**src/rtl/core/progression_line_sieve_unit_defines.svh**
```systemverilog
// ---------------------------------------------------------------------------
// progression line sieve: assertion macros
// concurrent checks clocked on clk, disabled while arst_n is low
// ---------------------------------------------------------------------------
`ifndef PROGRESSION_LINE_SIEVE_UNIT_DEFINES_SVH
`define PROGRESSION_LINE_SIEVE_UNIT_DEFINES_SVH
`ifndef ASSERT_OFF
// same-cycle implication
`define PLSV_ASSERT_IMP(lbl, ante, cons, msg) \
	lbl: assert property (@(posedge clk) disable iff (!arst_n) (ante) |-> (cons)) \
		else $error(msg);
// next-cycle implication
`define PLSV_ASSERT_NXT(lbl, ante, cons, msg) \
	lbl: assert property (@(posedge clk) disable iff (!arst_n) (ante) |=> (cons)) \
		else $error(msg);
`else
`define PLSV_ASSERT_IMP(lbl, ante, cons, msg)
`define PLSV_ASSERT_NXT(lbl, ante, cons, msg)
`endif
`endif

```
**src/rtl/core/plsv_pkg.sv**
```systemverilog
// ---------------------------------------------------------------------------
// plsv_pkg
// shared widths, beat kinds and the control struct that rides the cell chain
// ---------------------------------------------------------------------------
`default_nettype none
package plsv_pkg;

	localparam int IDX_W    = 10;
	localparam int WEIGHT_W = 16;
	localparam int CNT_W    = 11;

	// beat kinds
	localparam logic [1:0] KIND_LOAD  = 2'd0;
	localparam logic [1:0] KIND_START = 2'd1;
	localparam logic [1:0] KIND_TICK  = 2'd2;

	// control part of a chain token; data is weight on load, cut on start,
	// running score on tick
	typedef struct packed {
		logic                valid;
		logic [1:0]          kind;
		logic                adv;
		logic [IDX_W-1:0]    idx;
		logic [WEIGHT_W-1:0] data;
	} tok_ctl_t;

	// remainder unit status
	typedef struct packed {
		logic busy;
		logic done;
	} mod_stat_t;

endpackage
`default_nettype wire

```
**src/rtl/core/plsv_mod.sv**
```systemverilog
// ---------------------------------------------------------------------------
// plsv_mod
// bit-serial restoring remainder of start and root by the effective step,
// one bit per cycle, holds the load beat until taken
// ---------------------------------------------------------------------------
`default_nettype none
module plsv_mod import plsv_pkg::*; #(
	parameter int STEP_BITS = 8
) (
	input  wire logic                 clk,
	input  wire logic                 arst_n,
	input  wire logic                 go,
	input  wire logic [IDX_W-1:0]     idx_in,
	input  wire logic [STEP_BITS-1:0] step_in,
	input  wire logic [STEP_BITS-1:0] start_in,
	input  wire logic [STEP_BITS-1:0] root_in,
	input  wire logic [WEIGHT_W-1:0]  weight_in,
	input  wire logic                 take,
	output mod_stat_t                 stat,
	output logic [IDX_W-1:0]          idx_out,
	output logic [STEP_BITS-1:0]      step_out,
	output logic [STEP_BITS-1:0]      start_out,
	output logic [STEP_BITS-1:0]      start_red_out,
	output logic [STEP_BITS-1:0]      root_red_out,
	output logic [WEIGHT_W-1:0]       weight_out
);

	localparam int CNTB = $clog2(STEP_BITS + 1);

	logic                 busy_q;
	logic [CNTB-1:0]      cnt_q;
	logic [STEP_BITS-1:0] div_q;
	logic [STEP_BITS-1:0] sx_q;
	logic [STEP_BITS-1:0] rx_q;
	logic [STEP_BITS-1:0] srem_q;
	logic [STEP_BITS-1:0] rrem_q;
	logic [IDX_W-1:0]     idx_q;
	logic [STEP_BITS-1:0] step_q;
	logic [STEP_BITS-1:0] start_q;
	logic [WEIGHT_W-1:0]  weight_q;
	logic                 done;

	function automatic logic [STEP_BITS-1:0] rem_step(
		input logic [STEP_BITS-1:0] rem,
		input logic                 nbit,
		input logic [STEP_BITS-1:0] dv
	);
		logic [STEP_BITS:0] trial;
		logic [STEP_BITS:0] diff;
		trial = {rem, nbit};
		diff  = trial - {1'b0, dv};
		return (trial >= {1'b0, dv}) ? diff[STEP_BITS-1:0] : trial[STEP_BITS-1:0];
	endfunction

	assign done = busy_q && (cnt_q == '0);

	always_ff @(posedge clk or negedge arst_n) begin
		if (!arst_n) begin
			busy_q <= 1'b0;
			cnt_q  <= '0;
		end else if (go) begin
			busy_q <= 1'b1;
			cnt_q  <= CNTB'(STEP_BITS);
		end else if (done && take) begin
			busy_q <= 1'b0;
		end else if (busy_q && !done) begin
			cnt_q <= cnt_q - 1'b1;
		end
	end

	always_ff @(posedge clk) begin
		if (go) begin
			// a zero step acts as a step of one
			div_q    <= (step_in == '0) ? STEP_BITS'(1) : step_in;
			sx_q     <= start_in;
			rx_q     <= root_in;
			srem_q   <= '0;
			rrem_q   <= '0;
			idx_q    <= idx_in;
			step_q   <= step_in;
			start_q  <= start_in;
			weight_q <= weight_in;
		end else if (busy_q && !done) begin
			srem_q <= rem_step(srem_q, sx_q[STEP_BITS-1], div_q);
			rrem_q <= rem_step(rrem_q, rx_q[STEP_BITS-1], div_q);
			sx_q   <= sx_q << 1;
			rx_q   <= rx_q << 1;
		end
	end

	assign stat.busy     = busy_q;
	assign stat.done     = done;
	assign idx_out       = idx_q;
	assign step_out      = step_q;
	assign start_out     = start_q;
	assign start_red_out = srem_q;
	assign root_red_out  = rrem_q;
	assign weight_out    = weight_q;

endmodule
`default_nettype wire

```
**config.mk**
```make
export PLATFORM = sky130hd
export DESIGN_NAME = plsv_mod
export DESIGN_NICKNAME = d
export VERILOG_FILES = /design/src/rtl/core/progression_line_sieve_unit_defines.svh /design/src/rtl/core/plsv_pkg.sv /design/src/rtl/core/plsv_mod.sv
export SDC_FILE = /design/constraint.sdc
export NUM_CORES = 1
export LEC_CHECK = 0
export BUFFER_PORTS_ARGS = -buffer_cell sky130_fd_sc_hd__buf_2
export CORE_MARGIN = 2
export CORE_UTILIZATION = 35
export DETAILED_ROUTE_END_ITERATION = 8
export PLACE_DENSITY_LB_ADDON = 0.25
export SYNTH_ARGS = -nofsm -noshare
export SYNTH_HDL_FRONTEND = slang
export SYNTH_SLANG_ARGS = --single-unit
```
**constraint.sdc**
```tcl
create_clock -name clk -period 5 [get_ports clk]
set_clock_uncertainty 0.15 [all_clocks]
set_input_delay 0.75 -clock clk [delete_from_list [all_inputs] [get_ports clk]]
set_output_delay 0.75 -clock clk [all_outputs]
set_load 0.01 [all_outputs]
```
==> run_results.csv <==
group,metric,value,unit
worst_hold_path,hp-class,"input port to asynchronous set/reset pin",
outcome,violations,"design-rule violations",
timing,rsz0062_at_grt,"no",
setup_path,crit_type,"register to register",
grt,grt_pass1_wl,15200,um
grt,grt_max_degree,56,
synth,synth_nets,410,
route,wl,9480,um
power,power,0.00281,W
floorplanning,fp.dieH,113,um
power,power_density,544,mW/mm2
place,hpwl,6810,um
clock_network,cts_root_buffer,"clkbuf_16",
clock_network,cts_sinks,87,
synth,syn_area,0.00417,mm2
timing,setup_viol,0,
flow_run,drv_cap,0,
synth,yosysSeqAreaShare,58.2,%
final_layout,layout_commonest_cell,"buf_2",
place,port_buffers,113,
setup_path,critPathMaxStageDelay,0.59,ns
final_layout,final_nets,510,
setup_path,cp_max_fo,19,
synth,syn_inst,337,
synth,synth-edff-count,66,
final_layout,nFillCells,1112,
route,drt-pass1-iter-count,6,
synth,yosysWarnings,0,
timing,min_period_over_period,54.3,%
route,drt_iter0_drc,222,
route,avgViaCountPerCell,5.23,
grt,grt_usage,15.3,%
clock_network,cts.reportedPaths.clkPinSlew,0.07,ns
clock_network,post_cts_buffers,0,
clock_network,cts_buffers,9,
timing,worst_slew_pin_slew,1.07,ns
route,vias,3057,
timing,worst_slack,2.29,ns
final_layout,diodes,0,
setup_path,cp_top_family,"simple AND/OR/NAND/NOR gates",
clock_network,cts_max_level,3,
route,drc_errors,3,
setup_path,startpoint,"cnt_q[0]",
timing,slew_viol_final,0,
final_layout,drive_gt1_share,33.7,%
synth,async_flop_share,5.75,%
floorplanning,start_util,36.2,%
power,p_leak,2.16,nW
floorplanning,die_area,0.0128,mm2
floorplanning,coreArea,0.0115,mm2
timing,hold_viol,0,
floorplanning,die_x,113,um
synth,netlist-cell-type-count,59,
setup_path,r2r-start,"cnt_q[0]",
clock_network,hold_buffers,0,
place,gp_congestion,0.851,
final_layout,area_growth,24.1,%
clock_network,clkLatencyLatePin,0.35,ns
clock_network,cts.repair.resized,0,
final_layout,finalNonFillerCells,585,
synth,synthFlopType,"edfxtp_1",
outcome,outcome,"finished, violations left",
timing,fin_crit,2.71,ns
clock_network,ctsLongestPathBuffers,2,
setup_path,end_kind,"register",
place,place_ws,2.24,ns
setup_path,arrival,2.80,ns
timing,fin_tns_setup,0,ns
grt,antenna_found_initial,0,
grt,grt_pass1_vias,3068,
setup_path,cpMaxStageDelayCell,"nand2b_1",
synth,ys_seq_elements,87,
setup_path,crit_buf_inv,1,
setup_path,critPathRequiredTime,5.08,ns
clock_network,cts_tree,"built",
route,routedWlPerCell,16.2,um
route,postRouteAntennaNets,0,
floorplanning,ios,114,
place,numPlacedInstances,569,
power,vdd_ir_drop_max,0.000272,V
final_layout,final_cell_mix,"buf_2, edfxtp_1, nor2_1, inv_1, ha_1",
setup_path,start_kind,"register",
synth,avgSynthCellArea,12.4,um2
floorplanning,rows,39,
timing,max_clock_freq,0.368,GHz
grt,grt_overflow_total,0,
setup_path,crit_chain,"inv_1, ha_1, or3b_1, nand2_1, nand2b_1, o21bai_1",
timing,max-slew-margin-rel,28.5,%
## area by class of cell
| cell class | count | area [um2] | share of cell area (%) |
|---|---|---|---|
| clock inverter | 6 | 140 | 2.71 |
| clock buffer | 10 | 229 | 4.43 |
| inverter | 18 | 67.6 | 1.31 |
| timing repair buffer | 114 | 576 | 11.1 |
| tap | 143 | 179 | 3.46 |
| sequential | 87 | 2430 | 46.9 |
| multi-input combinational | 207 | 1550 | 30.0 |
## per-layer routing
metal,track usage (%),vias to the layer above,part of all wire [%],wire length [um]
met5,0,-,0,0
met2,23.1,118,46,4320
met1,19.7,1455,43,4100
li1,-,1471,-,-
met3,5.89,13,9.3,884
met4,6.91,0,2.0,185
## sequential cells by signal, indices dropped and copies added, names as in the netlist
signal / flops
rx_q: 8
weight_out: 16
cnt_q: 4
step_out: 8
start_out: 8
start_red_out: 8
div_q: 8
sx_q: 8
root_red_out: 8
busy_q: 1
idx_out: 10
## cell usage after synthesis, drive strengths merged, types with 10 or more instances
master | instances | area [um2]
o21ai | 15 | 75.1
mux2 | 14 | 158
clkbuf | 15 | 56.3
nor3 | 11 | 55.1
nand2b | 12 | 75.1
buf | 10 | 63.8
inv | 18 | 67.6
ha | 17 | 213
nor2 | 20 | 75.1
a21oi | 12 | 63.8
dfxtp | 16 | 320
edfxtp | 66 | 1980
## metrics by stage
stage | area, um2 | hold WS [ns] | utilization [%]
floorplan | 4170 | 0.304 | -
global placement | 4800 | 0.365 | 41.7
detailed placement | 4800 | 0.373 | 41.7
CTS | 5170 | 0.0467 | 44.9
global route | 5170 | 0.0625 | 44.9
finish | 5170 | 0.0558 | 44.9
## final timing paths
kind / endpoint / slack, ns / cells after the start
worst max-delay path: busy_q / 2.29 / 6
worst min-delay path: busy_q / 0.06 / 1
worst max register to register: busy_q / 2.29 / 6
worst min register to register: start_red_out[6] / 0.39 / 2
max in group asynchronous: cnt_q[2] / 4.50 / 1
min in group clk: start_red_out[6] / 0.39 / 2
## kinds of logic (layout without fill, tap and decap cells)
| group | Yosys count | in the layout | synth area share [%] |
|---|---|---|---|
| multiplexers | 16 | 16 | 4.26 |
| adder cells (fa/ha/maj) | 19 | 19 | 6.06 |
| AND/OR/NAND/NOR | 89 | 89 | 11.8 |
| flip-flops | 87 | 87 | 58.2 |
| AO/OA/AOI/OAI | 75 | 75 | 13.4 |
| buffers and inverters | 43 | 148 | 4.50 |
| XOR/XNOR | 8 | 8 | 1.68 |
## power breakdown
group / switching [W] / internal [W]
combinational: 0.000558 / 0.000402
clock: 0.000293 / 0.000545
sequential: 0.0000884 / 0.000928
total: 0.000940 / 0.00187
(Power assumes the default switching activity.)
