==> src/rtl/core/progression_line_sieve_unit_defines.svh <==
// ---------------------------------------------------------------------------
// progression line sieve: assertion macros
// concurrent checks clocked on clk, disabled while arst_n is low
// ---------------------------------------------------------------------------
`ifndef PROGRESSION_LINE_SIEVE_UNIT_DEFINES_SVH
`define PROGRESSION_LINE_SIEVE_UNIT_DEFINES_SVH
`ifndef ASSERT_OFF
// same-cycle implication
`define PLSV_ASSERT_IMP(lbl, ante, cons, msg) \
	lbl: assert property (@(posedge clk) disable iff (!arst_n) (ante) |-> (cons)) \
		else $error(msg);
// next-cycle implication
`define PLSV_ASSERT_NXT(lbl, ante, cons, msg) \
	lbl: assert property (@(posedge clk) disable iff (!arst_n) (ante) |=> (cons)) \
		else $error(msg);
`else
`define PLSV_ASSERT_IMP(lbl, ante, cons, msg)
`define PLSV_ASSERT_NXT(lbl, ante, cons, msg)
`endif
`endif

==> src/rtl/core/plsv_pkg.sv <==
// ---------------------------------------------------------------------------
// plsv_pkg
// shared widths, beat kinds and the control struct that rides the cell chain
// ---------------------------------------------------------------------------
`default_nettype none
package plsv_pkg;

	localparam int IDX_W    = 10;
	localparam int WEIGHT_W = 16;
	localparam int CNT_W    = 11;

	// beat kinds
	localparam logic [1:0] KIND_LOAD  = 2'd0;
	localparam logic [1:0] KIND_START = 2'd1;
	localparam logic [1:0] KIND_TICK  = 2'd2;

	// control part of a chain token; data is weight on load, cut on start,
	// running score on tick
	typedef struct packed {
		logic                valid;
		logic [1:0]          kind;
		logic                adv;
		logic [IDX_W-1:0]    idx;
		logic [WEIGHT_W-1:0] data;
	} tok_ctl_t;

	// remainder unit status
	typedef struct packed {
		logic busy;
		logic done;
	} mod_stat_t;

endpackage
`default_nettype wire

==> src/rtl/core/plsv_cell.sv <==
// ---------------------------------------------------------------------------
// plsv_cell
// one progression slot: holds its entry and countdown, acts on the token
// passing through and, unless the chain is stalled, hands it on one cell per cycle
// ---------------------------------------------------------------------------
`default_nettype none
module plsv_cell import plsv_pkg::*; #(
	parameter int STEP_BITS  = 8,
	parameter int CELL_INDEX = 0
) (
	input  wire logic                 clk,
	input  wire logic                 arst_n,
	input  wire logic                 shift_en,
	input  wire logic [CNT_W-1:0]     entries_in_use,
	input  wire tok_ctl_t             ctl_in,
	input  wire logic [STEP_BITS-1:0] step_in,
	input  wire logic [STEP_BITS-1:0] start_in,
	input  wire logic [STEP_BITS-1:0] start_red_in,
	input  wire logic [STEP_BITS-1:0] root_red_in,
	output tok_ctl_t                  ctl_out,
	output logic [STEP_BITS-1:0]      step_out,
	output logic [STEP_BITS-1:0]      start_out,
	output logic [STEP_BITS-1:0]      start_red_out,
	output logic [STEP_BITS-1:0]      root_red_out
);

	tok_ctl_t             ctl_q;
	tok_ctl_t             ctl_nxt;
	logic [STEP_BITS-1:0] step_pass_q;
	logic [STEP_BITS-1:0] start_pass_q;
	logic [STEP_BITS-1:0] sred_pass_q;
	logic [STEP_BITS-1:0] rred_pass_q;

	// entry storage
	logic [STEP_BITS-1:0] step_q;
	logic [STEP_BITS-1:0] start_q;
	logic [STEP_BITS-1:0] start_red_q;
	logic [STEP_BITS-1:0] root_q;
	logic [WEIGHT_W-1:0]  weight_q;
	logic [STEP_BITS-1:0] cd_q;

	logic                 active;
	logic                 do_load;
	logic                 do_start;
	logic                 do_tick;
	logic [STEP_BITS-1:0] step_eff;
	logic [STEP_BITS:0]   wrap_sum;
	logic [STEP_BITS-1:0] new_start;
	logic [WEIGHT_W:0]    acc_sum;

	assign active   = 32'(entries_in_use) > CELL_INDEX;
	assign do_load  = ctl_in.valid && (ctl_in.kind == KIND_LOAD)
	                  && (32'(ctl_in.idx) == CELL_INDEX);
	assign do_start = ctl_in.valid && (ctl_in.kind == KIND_START) && active;
	assign do_tick  = ctl_in.valid && (ctl_in.kind == KIND_TICK) && active;

	assign step_eff  = (step_q == '0) ? STEP_BITS'(1) : step_q;
	assign wrap_sum  = {1'b0, start_red_q} + {1'b0, step_eff} - {1'b0, root_q};
	assign new_start = (start_red_q >= root_q) ? (start_red_q - root_q)
	                                           : wrap_sum[STEP_BITS-1:0];
	assign acc_sum   = {1'b0, ctl_in.data} + {1'b0, weight_q};

	always_comb begin
		ctl_nxt = ctl_in;
		if (do_tick && (cd_q == '0)) begin
			// saturate at full scale
			ctl_nxt.data = acc_sum[WEIGHT_W] ? '1 : acc_sum[WEIGHT_W-1:0];
		end
	end

	always_ff @(posedge clk or negedge arst_n) begin
		if (!arst_n) begin
			ctl_q <= '0;
			cd_q  <= '0;
		end else if (shift_en) begin
			ctl_q <= ctl_nxt;
			if (do_load) begin
				cd_q <= start_in;
			end else if (do_start) begin
				cd_q <= ctl_in.adv ? new_start : start_q;
			end else if (do_tick) begin
				cd_q <= (cd_q == '0) ? (step_eff - 1'b1) : (cd_q - 1'b1);
			end
		end
	end

	always_ff @(posedge clk) begin
		if (shift_en) begin
			step_pass_q  <= step_in;
			start_pass_q <= start_in;
			sred_pass_q  <= start_red_in;
			rred_pass_q  <= root_red_in;
			if (do_load) begin
				step_q      <= step_in;
				start_q     <= start_in;
				start_red_q <= start_red_in;
				root_q      <= root_red_in;
				weight_q    <= ctl_in.data;
			end else if (do_start && ctl_in.adv) begin
				start_q     <= new_start;
				start_red_q <= new_start;
			end
		end
	end

	assign ctl_out       = ctl_q;
	assign step_out      = step_pass_q;
	assign start_out     = start_pass_q;
	assign start_red_out = sred_pass_q;
	assign root_red_out  = rred_pass_q;

endmodule
`default_nettype wire

==> config.mk <==
export PLATFORM = sky130hd
export DESIGN_NAME = plsv_cell
export DESIGN_NICKNAME = d
export VERILOG_FILES = /design/src/rtl/core/progression_line_sieve_unit_defines.svh /design/src/rtl/core/plsv_pkg.sv /design/src/rtl/core/plsv_cell.sv
export SDC_FILE = /design/constraint.sdc
export NUM_CORES = 1
export LEC_CHECK = 0
export ABC_CLOCK_PERIOD_IN_PS = 4550
export BUFFER_PORTS_ARGS = -buffer_cell sky130_fd_sc_hd__buf_2
export CAP_MARGIN = 20
export CELL_PAD_IN_SITES_DETAIL_PLACEMENT = 1
export CELL_PAD_IN_SITES_GLOBAL_PLACEMENT = 2
export CORE_AREA = 2 2 122 154
export CTS_BUF_LIST = sky130_fd_sc_hd__clkbuf_8
export DETAILED_ROUTE_END_ITERATION = 8
export DIE_AREA = 0 0 124 156
export PLACE_DENSITY_LB_ADDON = 0.1
export REMOVE_ABC_BUFFERS = 1
export SLEW_MARGIN = 40
export SYNTH_ARGS = -nofsm -noshare
export SYNTH_HDL_FRONTEND = slang
export SYNTH_SLANG_ARGS = --single-unit
==> constraint.sdc <==
create_clock -name clk -period 4.55 [get_ports clk]
set_clock_uncertainty 0.2 [all_clocks]
set_input_delay 0.91 -clock clk [delete_from_list [all_inputs] [get_ports clk]]
set_output_delay 0.91 -clock clk [all_outputs]
set_load 0.02 [all_outputs]
==> impl_metrics.ini, run 1 <==
[status]
status = complete, no violations

[sta]
finalMaxSlewViolations = 0
worstMarginPinSlew_ns = 0.788
rsz0062_at_grt = no
setup_tns_ns = 0
fmax_mhz = 266
min_period_over_period_pct = 82.6
layout_setup_ws_ns = 0.790
finalSetupViolCount = 0
finalHoldViolCount = 0
slew_headroom_pct = 47.3
fin_crit_ns = 3.76

[clocking]
cts_setup_buffers = 0
cts_max_path_buffers = 2
cts.clk_slew.worst_paths_ns = 0.08
clock_sinks = 118
cts_tree = done
htreeDepth = 4
ctsResizeCount = 0
cts_made_buffers = 17
cts_hold_buf = 0
clk-insertion-delay-late_ns = 0.44
root_buffer = clkbuf_8

[critical_path]
required_ns = 4.66
worstSetupStartpointType = flip-flop
r2r_slack_ns = 0.79
cp_cell_sequence = or3_1, nor2_1, a31oi_1, ha_1, inv_1, ha_1, inv_1, fa_1, nor2b_1, o21a_1, o21a_1, nor2_1, mux2i_1, a21oi_1, a221oi_1, o31ai_1
path_class = reg -> reg
timing.rr.end = cd_q[4]$_DFFE_PN0P_
cp-end-kind = flip-flop
crit_path_top_delay_cell = or3_1
cp.arrival_ns = 3.87
worstPathMaxFanout = 3
r2r_cells = 16
timing.rr.start = step_q[5]$_DFFE_PP_
cpPeakStageDelay_ns = 0.43

[power_and_ir_drop]
power_density_nw_per_um2 = 370
p_leak_uw = 0.00340
ir_drop_mv = 0.153

[synthesis]
synth_most_common_cell = edfxtp_1
synth_edf_count = 80
ys_seq_elements = 118
synth_top_area_cell = edfxtp_1
syn_area_um2 = 6370
netlist_top_cells_area = edfxtp_1 (38%), dfrtp_1 (15%), ha_1 (6.5%)
synth_top_area_share_pct = 37.7
synth_commonest_cells = edfxtp_1 (80), nor2_1 (54), inv_1 (47)
ys.flop_type = edfxtp_1
synth.distinct_cells = 55
syn_area_per_cell_um2 = 11.2
async_flop_share_pct = 32.2
ys_seq_area_share_pct = 52.6
synthCells = 569
yosys_warnings = 0

[worst_hold_path]
hold_path.class = in -> async

[routing]
drtAntennaViolNets = 0
drc_errors = 0
viasPerCell = 5.15
wl_mm = 17.9
vias = 4950
drt_iter0_markers = 154
wire_per_inst_um = 18.6
drt_first_pass_iters = 4

[final_layout]
drive_above_1_share_pct = 28.1
layout-area-overhead-vs-synth_pct = 21.9
diodes = 0
instances_no_fill = 962
nets = 839
n_fill_cell = 2041

[placement]
preCtsSetupSlack_ns = 0.698
dp.cells = 930
post-dp-hpwl_mm = 13.6
io_buffers = 137
gp_congestion = 0.834

[global_routing]
grt-ovfl-total = 0
grt_pass1_wl_mm = 28.4
antenna_found_initial = 0
grt_pass1_vias = 5386
gr-usage-all-layers_pct = 19.6
grt_max_degree = 56

[run]
drv_cap = 0

[floorplanning]
fp.dieH_um = 156
ios = 138
std_cell_rows = 55
core_area_um2 = 17900
die_x_um = 124
dieArea_um2 = 19300
start_util_pct = 35.6
## worst max-delay path, delay by kind of cell, from the launching register on
kind            cells  cell delay (ns)
buf+inv             2             0.10
fa+ha+maj           3             0.84
simple gates        4             0.76
mux                 1             0.34
compound gates      6             0.98
flops               1             0.42
## worst max-delay path by stage
stage	start	endpoint	slack [ns]
CTS	step_q[5]$_DFFE_PP_	cd_q[4]$_DFFE_PN0P_	0.73
global route	step_q[5]$_DFFE_PP_	cd_q[7]$_DFFE_PN0P_	0.55
detailed placement	ctl_in[0]	ctl_out[1]$_DFFE_PN0P_	0.70
finish	step_q[5]$_DFFE_PP_	cd_q[4]$_DFFE_PN0P_	0.79
global placement	ctl_in[0]	ctl_out[1]$_DFFE_PN0P_	0.78
floorplan	ctl_in[27]	root_q[0]$_DFFE_PP_	0.49
## final cells by class
cell class                 count  area [µm²]  area share [%]
clock buffer                  17         234            3.01
inverter                      48         180            2.32
clock inverter                15         170            2.19
multi-input combinational    391        2800            36.0
timing repair buffer         145         748            9.63
tap                          228         285            3.67
sequential                   118        3350            43.2
## through the flow
stage | power, µW | hold WS, ns | cell area (µm²) | util [%]
final | 2880 | 0.237 | 7770 | 43.4
after global placement | 1890 | 0.259 | 7360 | 41.1
after floorplan | 1670 | 0.265 | 6330 | -
after CTS | 2910 | 0.235 | 7770 | 43.4
after global routing | 3020 | 0.235 | 7770 | 43.4
after detailed placement | 1900 | 0.267 | 7370 | 41.2
## sequential cells by signal (all words and copies together), names as in the netlist
name,flops
root_red_out,8
weight_q,16
start_red_q,8
cd_q,8
start_q,8
start_out,8
ctl_out,30
start_red_out,8
root_q,8
step_out,8
step_q,8
## cell usage in the layout (no fill, tap or decap), types with 5 or more instances in the layout
master,n
buf_2,136
edfxtp_1,80
nor2_1,53
inv_1,47
nand2_1,41
a21oi_1,38
dfrtp_1,38
ha_1,33
o21ai_0,28
clkbuf_8,17
a211oi_1,15
xnor2_1,15
mux2_2,15
a21o_1,13
o21a_1,12
nor3_1,10
mux2i_1,9
fa_1,9
buf_4,9
xor2_1,8
nand3_1,7
a31oi_1,6
nor4_1,6
nand2b_1,6
o22ai_1,6
nor2b_1,5
o31ai_1,5
and3_1,5
## where the power goes
part | internal [µW] | switching [µW] | total, µW
Clock | 501 | 506 | 1010
Combinational | 228 | 338 | 565
Sequential | 1230 | 70.5 | 1300
Total | 1960 | 914 | 2880
## cells by family (layout without fill, tap and decap cells)
kind of cell	count (synthesis)	after routing	share of synthesized area, %
AND/OR/NAND/NOR	151	151	11.4
adder cells (fa/ha/maj)	42	42	9.31
XOR/XNOR	23	23	3.16
AO/OA/AOI/OAI	150	150	15.6
flip-flops	118	118	52.6
buffers and inverters	60	225	3.55
multiplexers	25	25	4.30
## per-layer routing
metal | up-vias | wire [µm] | global-route usage [%]
met1 | 2449 | 7030 | 21.4
met4 | 0 | 323 | 6.90
met3 | 22 | 519 | 3.91
met2 | 85 | 10100 | 36.9
li1 | 2394 | - | -
met5 | - | 0 | 0
Power figures use the tool's default switching activity.
==> inputs of run 2 (changes only) <==
--- a/config.mk
+++ b/config.mk
@@ -5,15 +5,16 @@
 export SDC_FILE = /design/constraint.sdc
 export NUM_CORES = 1
 export LEC_CHECK = 0
-export ABC_CLOCK_PERIOD_IN_PS = 4550
+export ABC_AREA = 1
+export ABC_CLOCK_PERIOD_IN_PS = 3600
 export BUFFER_PORTS_ARGS = -buffer_cell sky130_fd_sc_hd__buf_2
 export CAP_MARGIN = 20
 export CELL_PAD_IN_SITES_DETAIL_PLACEMENT = 1
 export CELL_PAD_IN_SITES_GLOBAL_PLACEMENT = 2
-export CORE_AREA = 2 2 122 154
+export CORE_AREA = 2 2 129 162
 export CTS_BUF_LIST = sky130_fd_sc_hd__clkbuf_8
 export DETAILED_ROUTE_END_ITERATION = 8
-export DIE_AREA = 0 0 124 156
+export DIE_AREA = 0 0 131 164
 export PLACE_DENSITY_LB_ADDON = 0.1
 export REMOVE_ABC_BUFFERS = 1
 export SLEW_MARGIN = 40
==> constraint.sdc (replaced) <==
create_clock -name clk -period 3.6 [get_ports clk]
set_clock_uncertainty 0.2 [all_clocks]
set_input_delay 0.72 -clock clk [delete_from_list [all_inputs] [get_ports clk]]
set_output_delay 0.72 -clock clk [all_outputs]
set_load 0.02 [all_outputs]
==> run 2 against run 1 <==
  * Flip-flop and latch count unchanged
  * Critical path type unchanged
  * Total power increased by 17%
  * First-iteration DRC count increased by 18%
  * Critical path depth increased by 1
  * Area after synthesis increased by 7.4%
  * Hold slack got worse by 0.17 ns
  * Combinational power increased by 3%
  * Critical endpoint is now start_q[6]$_DFFE_PP_
  * Clock power increased by 16%
==> impl_metrics.ini, run 2 <==
[clocking]
cts_made_buffers = 17
cts_tree = done
root_buffer = clkbuf_8
clk-insertion-delay-late_ns = 0.44
ctsResizeCount = 0
cts_max_path_buffers = 2
cts_hold_buf = 0
clock_sinks = 118
cts.clk_slew.worst_paths_ns = 0.08
cts_setup_buffers = 0
htreeDepth = 4

[synthesis]
synth_top_area_cell = edfxtp_1
syn_area_um2 = 6850
synth_top_area_share_pct = 35.1
synth_commonest_cells = nand2_1 (208), inv_1 (104), edfxtp_1 (80)
synth_most_common_cell = nand2_1
netlist_top_cells_area = edfxtp_1 (35%), dfrtp_1 (14%), nand2_1 (11%)
yosys_warnings = 0
synthCells = 753
ys.flop_type = edfxtp_1
async_flop_share_pct = 32.2
ys_seq_area_share_pct = 49.0
synth_edf_count = 80
synth.distinct_cells = 50
ys_seq_elements = 118
syn_area_per_cell_um2 = 9.09

[global_routing]
antenna_found_initial = 1
grt-ovfl-total = 0
gr-usage-all-layers_pct = 19.8
grt_max_degree = 53
grt_pass1_vias = 6190
grt_pass1_wl_mm = 32.1

[floorplanning]
core_area_um2 = 20000
ios = 138
std_cell_rows = 58
dieArea_um2 = 21500
die_x_um = 131
start_util_pct = 34.3
fp.dieH_um = 164

[critical_path]
cp_cell_sequence = nor2_1, nand2_1, o21bai_1, inv_1, ha_1, inv_1, ha_1, inv_1, fa_1, o21ai_0, nand2_1, nand2_1, nand2_1, nand2_1, nand2_1, nand2_1, nand2_1
r2r_cells = 17
crit_end = start_q[6]$_DFFE_PP_
r2r_slack_ns = 0.46
cp-startpoint = step_q[7]$_DFFE_PP_
cpPeakStageDelay_ns = 0.44
cp.arrival_ns = 3.13
required_ns = 3.59
worstPathMaxFanout = 4
timing.rr.end = start_q[6]$_DFFE_PP_
crit_path_top_delay_cell = edfxtp_1
worstSetupStartpointType = flip-flop
crit_cells = 17
timing.rr.start = step_q[7]$_DFFE_PP_
cpMostUsedCell = nand2_1
cp-end-kind = flip-flop
cp_top_family = adder cells
path_class = reg -> reg
critPathBufInv = 3

[routing]
drt_first_pass_iters = 4
vias = 5588
wire_per_inst_um = 16.8
viasPerCell = 4.72
wl_mm = 19.9
drc_errors = 0
drtAntennaViolNets = 0
drt_iter0_markers = 182

[final_layout]
largest_register_ffs = 30
post-route-util_pct = 41.2
layout-area-overhead-vs-synth_pct = 20.0
final_common_cell = nand2_1
drive_above_1_share_pct = 25.6
final_cell_mix = nand2_1 (208), buf_2 (136), inv_1 (104)
n_fill_cell = 2378
nets = 1018

[power_and_ir_drop]
ir_drop_mv = 0.190
p_leak_uw = 0.00395
power_density_nw_per_um2 = 409
p_sw_uw = 1030
switching_share_pct = 30.8
clkPwrFrac_pct = 34.9
seqPwrFrac_pct = 47.6
internal-power_uw = 2320
power_frac_comb_pct = 17.4

[sta]
fmax_mhz = 319
rsz0062_at_grt = no
min_period_over_period_pct = 87.1
fin_crit_ns = 3.14
finalMaxSlewViolations = 0
finalSetupViolCount = 0
slew_headroom_pct = 49.4
setup_tns_ns = 0
finalHoldViolCount = 0
worstMarginPinSlew_ns = 0.758

[placement]
io_buffers = 137
post-dp-hpwl_mm = 15.6
gp_congestion = 0.816

[worst_hold_path]
hold_path.class = in -> async

[status]
status = complete, no violations

[run]
drv_cap = 0
run 2: changes by cell type after synthesis, moves of 11 or more:
cell      delta
nand3_1     +32
nand2_1    +167
o21a_1      -11
a21oi_1     -12
mux2_2      -15
inv_1       +57
a211oi_1    -13
run 2: how the worst min path moves through the flow:
stage | start | end | slack (ns) | cells past startpoint
final | arst_n | ctl_out[10]$_DFFE_PN0P_ | 0.07 | 1
after global placement | ctl_out[29]$_DFFE_PN0P_ | ctl_out[29]$_DFFE_PN0P_ | 0.26 | 2
after floorplan | arst_n | cd_q[0]$_DFFE_PN0P_ | 0.22 | 0
after detailed placement | ctl_out[0]$_DFFE_PN0P_ | ctl_out[0]$_DFFE_PN0P_ | 0.26 | 2
after CTS | arst_n | ctl_out[23]$_DFFE_PN0P_ | 0.06 | 1
after global routing | arst_n | ctl_out[13]$_DFFE_PN0P_ | 0.07 | 1
run 2: through the flow:
| stage | instances | setup WS [ns] | hold WS, ns | total power, µW | cell area [µm²] |
|---|---|---|---|---|---|
| 6_report | 1184 | 0.464 | 0.0717 | 3360 | 8210 |
| 5_1_grt | 1183 | 0.188 | 0.0727 | 3540 | 8210 |
| 4_1_cts | 1183 | 0.406 | 0.0644 | 3410 | 8210 |
| 3_5_place_dp | 1151 | 0.408 | 0.261 | 2220 | 7840 |
| 3_3_place_gp | 1151 | 0.496 | 0.255 | 2210 | 7830 |
| 2_1_floorplan | 738 | 0.0856 | 0.224 | 1990 | 6740 |
run 2: worst reg2reg max path: stages, from the launching register on:
cell and delay, ns:
edfxtp_1 0.44, nor2_1 0.13, nand2_1 0.09, o21bai_1 0.17
inv_1 0.06, ha_1 0.27, inv_1 0.05, ha_1 0.16
inv_1 0.06, fa_1 0.40, o21ai_0 0.32, nand2_1 0.10
nand2_1 0.09, nand2_1 0.06, nand2_1 0.08, nand2_1 0.05
nand2_1 0.08, nand2_1 0.07
run 2: routing by layer:
metal	vias to the layer above	global-route usage, %	share of wire (%)
li1	2775	-	-
met1	2702	21.8	40
met2	88	37.6	55
met3	23	4.27	2.7
met4	0	6.00	2.1
met5	-	0	0
run 2: power by group through the flow:
stage / combinational, µW / clock (µW) / sequential [µW]
floorplan: 291 / 0 / 1700
global route: 656 / 1270 / 1610
CTS: 596 / 1220 / 1600
global placement: 582 / 0 / 1630
detailed placement: 594 / 0 / 1630
finish: 584 / 1170 / 1600
run 2: logic make-up after synthesis:
group	synth area share, %
compound gates	10.2
xor+xnor	1.92
flops	49.0
simple gates	22.7
fa+ha+maj	8.66
buf+inv	7.51
run 2: cell type report:
class                      count  area [µm²]  share of cell area, %
antenna                        1        2.50                 0.0305
clock buffer                  18         248                   3.02
clock inverter                14         128                   1.55
inverter                     110         413                   5.03
multi-input combinational    510        2990                   36.3
sequential                   118        3350                   40.8
tap                          270         338                   4.11
timing repair buffer         143         746                   9.08
==> inputs of run 3 (changes only) <==
--- a/config.mk
+++ b/config.mk
@@ -5,18 +5,18 @@
 export SDC_FILE = /design/constraint.sdc
 export NUM_CORES = 1
 export LEC_CHECK = 0
-export ABC_AREA = 1
 export ABC_CLOCK_PERIOD_IN_PS = 3600
 export BUFFER_PORTS_ARGS = -buffer_cell sky130_fd_sc_hd__buf_2
 export CAP_MARGIN = 20
 export CELL_PAD_IN_SITES_DETAIL_PLACEMENT = 1
 export CELL_PAD_IN_SITES_GLOBAL_PLACEMENT = 2
-export CORE_AREA = 2 2 129 162
+export CORE_AREA = 2 2 122 154
 export CTS_BUF_LIST = sky130_fd_sc_hd__clkbuf_8
 export DETAILED_ROUTE_END_ITERATION = 8
-export DIE_AREA = 0 0 131 164
+export DIE_AREA = 0 0 124 156
 export PLACE_DENSITY_LB_ADDON = 0.1
 export REMOVE_ABC_BUFFERS = 1
+export SKIP_LAST_GASP = 1
 export SLEW_MARGIN = 40
 export SYNTH_ARGS = -nofsm -noshare
 export SYNTH_HDL_FRONTEND = slang
==> run 3 against run 2 <==
  * Fmax decreased by 9.3%
  * Critical path type unchanged
  * Register-to-register slack got worse by 0.32 ns
  * Clock power increased by 10%
  * Largest power group unchanged
  * Global-route usage increased by 0.15 points
  * Sequential power increased by 3%
  * Critical endpoint is now cd_q[6]$_DFFE_PN0P_
  * Critical path depth decreased by 1
  * Final area decreased by 2.7%
  * Clock-buffer cell count decreased by 1
  * Routed wire length decreased by 7.5%
  * Hold slack got worse by 0.0085 ns
  * Sequential share of layout area increased by 1.1 points
  * Die area decreased by 10%
==> impl_metrics.ini, run 3 (synthesized netlist as in run 1, its figures left out) <==
[sta]
worstMarginPinSlew_ns = 0.769
rsz0062_at_grt = yes
fmax_mhz = 289
fin_crit_ns = 3.46
layout_setup_ws_ns = 0.144
finalSetupViolCount = 0
slew_headroom_pct = 48.5
finalMaxSlewViolations = 0
min_period_over_period_pct = 96.0
setup_tns_ns = 0
finalHoldViolCount = 0
worst_hold_slack_ns = 0.0632

[placement]
dpl_cell_area_um2 = 7440
io_buffers = 137
post-dp-hpwl_mm = 14.1
gp_congestion = 0.874
preCtsSetupSlack_ns = -0.0645

[clocking]
cts_made_buffers = 17
htreeDepth = 4
cts_tree = done
clock_sinks = 118
clk-insertion-delay-late_ns = 0.44
cts_max_path_buffers = 2
root_buffer = clkbuf_8
cts_hold_buf = 0
cts.clk_slew.worst_paths_ns = 0.08

[final_layout]
final_cell_mix = buf_2 (136), edfxtp_1 (80), nor2_1 (52)
nets = 856
largest_register_ffs = 30
drive_above_1_share_pct = 30.9
multi_input_area_um2 = 2880
n_fill_cell = 2016
ff_latch_area_um2 = 3350
diodes = 0
final_common_cell = buf_2
layout-area-overhead-vs-synth_pct = 25.4
post-route-util_pct = 44.7
fin_area_um2 = 7990

[critical_path]
cp-end-kind = flip-flop
required_ns = 3.72
r2r_slack_ns = 0.14
worstSetupStartpointType = flip-flop
worstPathMaxFanout = 3
cp.arrival_ns = 3.58
path_class = reg -> reg

[routing]
drt_first_pass_iters = 4
viasPerCell = 5.14
drtAntennaViolNets = 0
drt_iter0_markers = 239
drc_errors = 0
vias = 5034
wl_mm = 18.4
wire_per_inst_um = 18.8

[global_routing]
grt_pass1_vias = 5437
antenna_found_initial = 0
grt_pass1_wl_mm = 29.1
grt_max_degree = 56
grt-ovfl-total = 0
gr-usage-all-layers_pct = 20.0

[run]
drv_cap = 0

[floorplanning]
fp.dieH_um = 156
core_area_um2 = 17900
die_x_um = 124
start_util_pct = 35.6
dieArea_um2 = 19300
ios = 138
std_cell_rows = 55

[worst_hold_path]
hold_path.class = in -> async

[status]
status = complete, no violations

[power_and_ir_drop]
p_leak_uw = 0.00348
power_density_nw_per_um2 = 461
ir_drop_mv = 0.224
==> run 3: changes by cell type in the layout (fill, tap and decap cells not counted), sizes merged, moves of 9 or more <==
cell / delta
mux2i: +9
a211oi: +13
buf: +19
o21a: +11
nand2: -177
inv: -63
mux2: +16
a21o: +9
nand3: -40
==> run 3: area by class of cell <==
class / instances / share of cell area [%]
repair buffers: 162 / 11.0
clock inverters: 15 / 2.25
flip-flops and latches: 118 / 42.0
inverters: 48 / 2.25
clock buffers: 17 / 2.93
well taps: 228 / 3.57
multi-input cells: 391 / 36.1
==> run 3: stage by stage <==
stage                     cells  power, µW
after floorplan             557       2110
after global placement      940       2400
after detailed placement    940       2410
after CTS                   973       3720
after global routing        979       3870
final                       979       3680
==> run 3: timing repair <==
action,in CTS,in global routing
setup buffers,1,6
pin swaps,0,18
gates resized for setup,1,16
setup endpoints to repair,3,9
==> run 3: power by group <==
group	internal [µW]	switching [µW]	leakage [µW]
logic	301	445	0.00208
clock network	688	600	0.000199
registers	1560	90.9	0.00120
total	2550	1140	0.00348
==> run 3: critical path, stage by stage, from the launching register on <==
cell,delay [ns]
edfxtp_1,0.40
or3_4,0.44
nor2_4,0.15
a31oi_4,0.11
ha_4,0.25
inv_2,0.06
ha_4,0.14
inv_2,0.04
fa_2,0.35
nor2b_1,0.12
o21a_1,0.18
o21a_1,0.15
o211ai_1,0.10
mux2i_1,0.24
a21oi_1,0.12
a221oi_2,0.19
o21ai_1,0.10
==> run 3: path summary, 6_finish.rpt <==
kind | end | from | cells past startpoint
min in group clk | start_red_out[3]$_DFFE_PP_ | start_red_in[3] | 1
worst min register to register | ctl_out[8]$_DFFE_PN0P_ | ctl_out[8]$_DFFE_PN0P_ | 1
max in group asynchronous | ctl_out[28]$_DFFE_PN0P_ | arst_n | 1
worst max-delay path | cd_q[6]$_DFFE_PN0P_ | step_q[4]$_DFFE_PP_ | 16
worst min-delay path | ctl_out[9]$_DFFE_PN0P_ | arst_n | 1
worst max register to register | cd_q[6]$_DFFE_PN0P_ | step_q[4]$_DFFE_PP_ | 16
==> run 3: metal layers <==
layer / vias up / track usage (%) / share of wire [%]
li1: 2425 / - / -
met1: 2514 / 22.8 / 40
met2: 76 / 37.2 / 56
met3: 19 / 3.29 / 2.4
met4: 0 / 6.69 / 1.7
met5: - / 0 / 0
